==> config.mk <==
export PLATFORM = sky130hd
export DESIGN_NAME = vda_div
export DESIGN_NICKNAME = d
export VERILOG_FILES = /design/src/rtl/core/vda_pkg.sv /design/src/rtl/core/vda_div.sv
export SDC_FILE = /design/constraint.sdc
export NUM_CORES = 1
export LEC_CHECK = 0
export BUFFER_PORTS_ARGS = -buffer_cell sky130_fd_sc_hd__buf_4
export CAP_MARGIN = 10
export CORE_ASPECT_RATIO = 1.75
export CORE_MARGIN = 2
export CORE_UTILIZATION = 60
export CTS_BUF_LIST = sky130_fd_sc_hd__clkbuf_8
export DETAILED_ROUTE_END_ITERATION = 16
export HOLD_SLACK_MARGIN = 0.03
export PLACE_DENSITY = 0.87
export SYNTH_ARGS = -nofsm -noshare
export SYNTH_HDL_FRONTEND = slang
export SYNTH_SLANG_ARGS = --single-unit
==> constraint.sdc <==
create_clock -name clock -period 6.05 [get_ports clock]
set_input_delay 1.21 -clock clock [delete_from_list [all_inputs] [get_ports clock]]
set_output_delay 1.21 -clock clock [all_outputs]
set_load 0.05 [all_outputs]
==> src/rtl/core/vda_pkg.sv <==
package vda_pkg;

   localparam int ORIGIN_W = 21;
   localparam int WIDTH_W  = 16;
   localparam int POS_W    = 21;
   localparam int ENERGY_W = 32;
   localparam int DENS_W   = 15;
   localparam int WGT_W    = 32;
   localparam int RIDX_W   = 6;
   localparam int SUM_W    = 64;
   localparam int OFF_W    = 22;
   localparam int DENOM_W  = 63;
   localparam int DIV_W    = 64;
   localparam int CNT_W    = 7;
   localparam int CSR_IDX_W = 3;

   localparam int DEF_X_BINS = 64;
   localparam int DEF_Y_BINS = 64;
   localparam int DEF_Z_BINS = 64;

   localparam logic signed [ORIGIN_W-1:0] RST_X_ORIGIN = -21'sd75750;
   localparam logic signed [ORIGIN_W-1:0] RST_Y_ORIGIN = -21'sd75750;
   localparam logic signed [ORIGIN_W-1:0] RST_Z_ORIGIN = -21'sd50000;
   localparam logic [WIDTH_W-1:0] RST_X_WIDTH = 16'd1500;
   localparam logic [WIDTH_W-1:0] RST_Y_WIDTH = 16'd1500;
   localparam logic [WIDTH_W-1:0] RST_Z_WIDTH = 16'd500;

   localparam logic [CNT_W-1:0] AXIS_STEPS = 7'd22;
   localparam logic [CNT_W-1:0] DOSE_STEPS = 7'd64;

   typedef enum logic [CSR_IDX_W-1:0] {
      CSR_X_ORIGIN = 3'd0,
      CSR_Y_ORIGIN = 3'd1,
      CSR_Z_ORIGIN = 3'd2,
      CSR_X_WIDTH  = 3'd3,
      CSR_Y_WIDTH  = 3'd4,
      CSR_Z_WIDTH  = 3'd5
   } csr_idx_type;

   typedef struct packed {
      logic             start;
      logic [CNT_W-1:0] steps;
   } div_ctl_type;

   typedef struct packed {
      logic busy;
      logic done;
   } div_stat_type;

endpackage

==> src/rtl/core/vda_div.sv <==
module vda_div (
   input  logic                        clock,
   input  logic                        reset,
   input  vda_pkg::div_ctl_type        ctl,
   input  logic [vda_pkg::DIV_W-1:0]   dividend,
   input  logic [vda_pkg::DIV_W-1:0]   divisor,
   output vda_pkg::div_stat_type       stat,
   output logic [vda_pkg::DIV_W-1:0]   quotient
);

   logic [vda_pkg::DIV_W-1:0] rem_ff, rem_in;
   logic [vda_pkg::DIV_W-1:0] quo_ff, quo_in;
   logic [vda_pkg::DIV_W-1:0] dvs_ff, dvs_in;
   logic [vda_pkg::CNT_W-1:0] cnt_ff, cnt_in;
   logic                      busy_ff, busy_in;
   logic                      done_ff, done_in;
   logic [vda_pkg::DIV_W:0]   rem_sh;
   logic [vda_pkg::DIV_W+1:0] diff;
   logic                      ge;

   always_comb begin
      rem_sh  = {rem_ff, quo_ff[vda_pkg::DIV_W-1]};
      diff    = {1'b0, rem_sh} - {2'b00, dvs_ff};
      ge      = !diff[vda_pkg::DIV_W+1];
      rem_in  = rem_ff;
      quo_in  = quo_ff;
      dvs_in  = dvs_ff;
      cnt_in  = cnt_ff;
      busy_in = busy_ff;
      done_in = 1'b0;
      if (ctl.start) begin
         rem_in  = '0;
         quo_in  = dividend;
         dvs_in  = divisor;
         cnt_in  = ctl.steps;
         busy_in = 1'b1;
      end else if (busy_ff) begin
         rem_in = ge ? diff[vda_pkg::DIV_W-1:0] : rem_sh[vda_pkg::DIV_W-1:0];
         quo_in = {quo_ff[vda_pkg::DIV_W-2:0], ge};
         cnt_in = cnt_ff - 1'b1;
         if (cnt_ff == vda_pkg::CNT_W'(1)) begin
            busy_in = 1'b0;
            done_in = 1'b1;
         end
      end
   end

   always_ff @(posedge clock) begin
      rem_ff <= rem_in;
      quo_ff <= quo_in;
      dvs_ff <= dvs_in;
      cnt_ff <= cnt_in;
      if (reset) begin
         busy_ff <= 1'b0;
         done_ff <= 1'b0;
      end else begin
         busy_ff <= busy_in;
         done_ff <= done_in;
      end
   end

   assign stat.busy = busy_ff;
   assign stat.done = done_ff;
   assign quotient  = quo_ff;

endmodule

==> impl_results.md <==
- Drt first pass iters: 8
- Core box area: ~20000 µm²
- Final worst-path cycle share: 0.715
- Slew @ Worst Pin: approximately 1.0 ns
- Largest net degree at the start of global routing: 90
- CTS H-tree depth: 1
- Initial DRC Count: 728
- Final GP Congestion: between 0.9 and 1
- Top post-synthesis cells by count: nand2_1, edfxtp_1, nor2_1
- Total Power: roughly 4 mW
- EDFF count, synth: roughly 140
- Clock skew: between 0.015 and 0.02 ns
- Worst slew margin: 0.321
- Peak VDD IR: about 0.00022 V
- Outcome: finished, final reports clean
- Setup bufs post-CTS: 0
- Worst-skew pair later-pin latency: roughly 0.6 ns
- DR WL/cell: roughly 19 µm
- Max Fclk: 0.231 GHz
- Design area: 14300 µm²
- GRT Total Usage: 0.294
- Crit path max-delay family: compound AO/OA/AOI/OAI gates
- Starting density of the core: 0.612
- DIE HEIGHT: around 190 µm
- I/O Buffers: 203
- Clk buf depth: 3
- Critical path class: reg -> reg
- Grt total ovfl: 0
- Endpoints failing hold: 0
- Site row count: 68
- Most frequent cell after synthesis: nand2_1
- Leak: between 6 and 7 nW
- Ys Warns: 0
- Io pins: approximately 200
- Fin. max-slew vios: 0
- Vias/cell: between 6 and 7
- Fillers: approximately 1400
- Setup TNS: 0 ns
- Seq. cell area: ~5400 µm²
- Async set-reset flop share out of synthesis: 0
- Critical Path Sink Type: register
- Register area share after synthesis: 0.447
- Largest area contributor in the netlist: edfxtp_1
- Distinct cells, synth: 73
- Unrepaired setup endpoints after global routing: no
- Layout Area Growth over Synthesis: 19.1%
- Detailed-route via count: slightly above 10000
- PwrDens: 275 nW/µm²
- CP Max Fanout: 26
- Num CTS Buffers: 30
- # Max-Cap Violations: 0
- CTS tree: yes
- Detailed placement HPWL: about 23000 µm
- Die area: ~21000 µm²
- Mapped Avg Cell Area: ~9.7 µm²
- Clk slew on worst S/H paths: about 0.08 ns
- First-pass GRT wire length: roughly 51000 µm
- Crit path DAT: just under 5 ns
- Gate Count Post-Synth: 1236
- Share of cells above drive strength 1: 0.231
- WP buf/inv: 1
- Top cells by area, synth: edfxtp_1, dfxtp_1, ha_1
- Root Buffer: clkbuf_8
- WP data required: about 6.5 ns
- CP Cell Sequence: ha_1 > a21oi_1 > o21ai_0 > a221oi_1 > o41ai_4 > a2111oi_2 > and4bb_1 > o21ai_2 > a21o_1 > buf_4 > nand2_1 > a311oi_1
- Mapped Area: about 12000 µm²
- Placed Area: around 14000 µm²
- Final setup viols: 0
- CTS Hold Bufs: 0
- Post-synth net total: around 1400
- Synth Register Bits: between 200 and 250
- Max stage delay cell, worst path: a21o_1
- Share of the synthesized area in the top cell type: 0.337
- Routed Antenna Nets: 0
- Post-CTS Resized: 0
- Crit path time final: 4.32 ns
- Nets: 1616
- Clock sinks: about 200
- Routed WL: between 30000 and 40000 µm
- Top_reg_cell synth: edfxtp_1
- Antenna violations before repair: 0
- Antenna cells: 0
- Multi-input gate area: around 6000 µm²
- DRC: 0
- Hold crit path type: reg -> reg
- Die W: around 110 µm
- Vias in the first global route: about 10000
- CP Launch Type: register
- Max incr delay on CP: around 0.79 ns
## per-layer routing
| metal | wire (µm) | GRT usage | up-vias |
|---|---|---|---|
| met5 | 0 | 0 | - |
| met4 | 1970 | 0.180 | 0 |
| met3 | 2230 | 0.0599 | 136 |
| met2 | 17000 | 0.555 | 458 |
| met1 | 10900 | 0.293 | 4871 |
| li1 | - | - | 4893 |
## cells by family (layout without fill, tap and decap cells)
family,after synthesis,after routing,share of synthesized area
buf+inv,151,350,0.0492
flops,201,201,0.447
xor+xnor,58,58,0.0423
simple gates,370,370,0.140
mux,70,70,0.0649
compound gates,319,319,0.186
fa+ha+maj,67,67,0.0704
## flip-flops by register name (all words and copies together), names as in the netlist
register / flops
rem_ff: 64
quotient: 64
busy_ff: 1
dvs_ff: 64
cnt_ff: 7
done_ff: 1
## power by group
group / switching, mW / leakage [nW] / total (mW) / internal (mW)
Sequential: 0.0733 / 1.88 / 1.68 / 1.60
Combinational: 0.634 / 3.77 / 1.03 / 0.399
Clock: 0.552 / 0.388 / 1.23 / 0.682
## worst paths after layout
check	slack (ns)	end	cells after the start	start
hold / removal	0.49	rem_ff[47]$_SDFFE_PP0P_	2	rem_ff[47]$_SDFFE_PP0P_
setup / recovery	1.73	rem_ff[50]$_SDFFE_PP0P_	12	rem_ff[5]$_SDFFE_PP0P_
hold reg to reg	0.49	rem_ff[47]$_SDFFE_PP0P_	2	rem_ff[47]$_SDFFE_PP0P_
setup reg to reg	1.73	rem_ff[50]$_SDFFE_PP0P_	12	rem_ff[5]$_SDFFE_PP0P_
## metrics by stage
step / hold WS, ns / instances / utilization / setup slack, ns
4_1_cts: 0.494 / 1680 / 0.728 / 1.78
6_report: 0.492 / 1680 / 0.728 / 1.73
3_3_place_gp: 0.473 / 1624 / 0.695 / 2.02
3_5_place_dp: 0.482 / 1624 / 0.695 / 1.78
2_1_floorplan: 0.453 / 1236 / - / 2.49
5_1_grt: 0.529 / 1680 / 0.728 / 1.43
## cell type report
| type | instances | share of cell area |
|---|---|---|
| Multi-Input combinational cell | 884 | 0.424 |
| Clock inverter | 22 | 0.0132 |
| Clock buffer | 34 | 0.0327 |
| Timing Repair Buffer | 213 | 0.112 |
| Tap cell | 245 | 0.0214 |
| Sequential cell | 201 | 0.376 |
| Inverter | 81 | 0.0212 |
## cells in the final DEF, fill, tap and decap left out, types with 6 or more instances in the layout
cell type  netlist  routed
nand3_1         21      21
nor2b_1          8       8
mux2i_1          7       7
edfxtp_1       135     135
a311oi_1        48      48
nand2_1        166     166
or3_1            8       8
ha_1            66      66
nor3_1          14      14
dfxtp_1         66      65
inv_1           81      95
xnor2_1         41      41
o21bai_1         9       9
and3_1           6       6
o31ai_1          6       6
mux2_2          63      63
nor2_1          85      84
a31oi_1          7       7
a21oi_1         81      80
buf_4            2     212
o21a_1          10      10
a21o_1          30      30
clkbuf_8         0      34
xor2_1          17      17
nand4_1         18      18
and2_1          12      12
o21ai_0         59      59
## worst reg2reg max path: stages (launching register included)
cell and delay, ns:
dfxtp_1 0.34, ha_1 0.38, a21oi_1 0.24, o21ai_0 0.13, a221oi_1 0.46, o41ai_4 0.23
a2111oi_2 0.38, and4bb_1 0.25, o21ai_2 0.24, a21o_1 0.79, buf_4 0.39, nand2_1 0.10
a311oi_1 0.29
No activity file was read; power rests on OpenSTA's default activity.
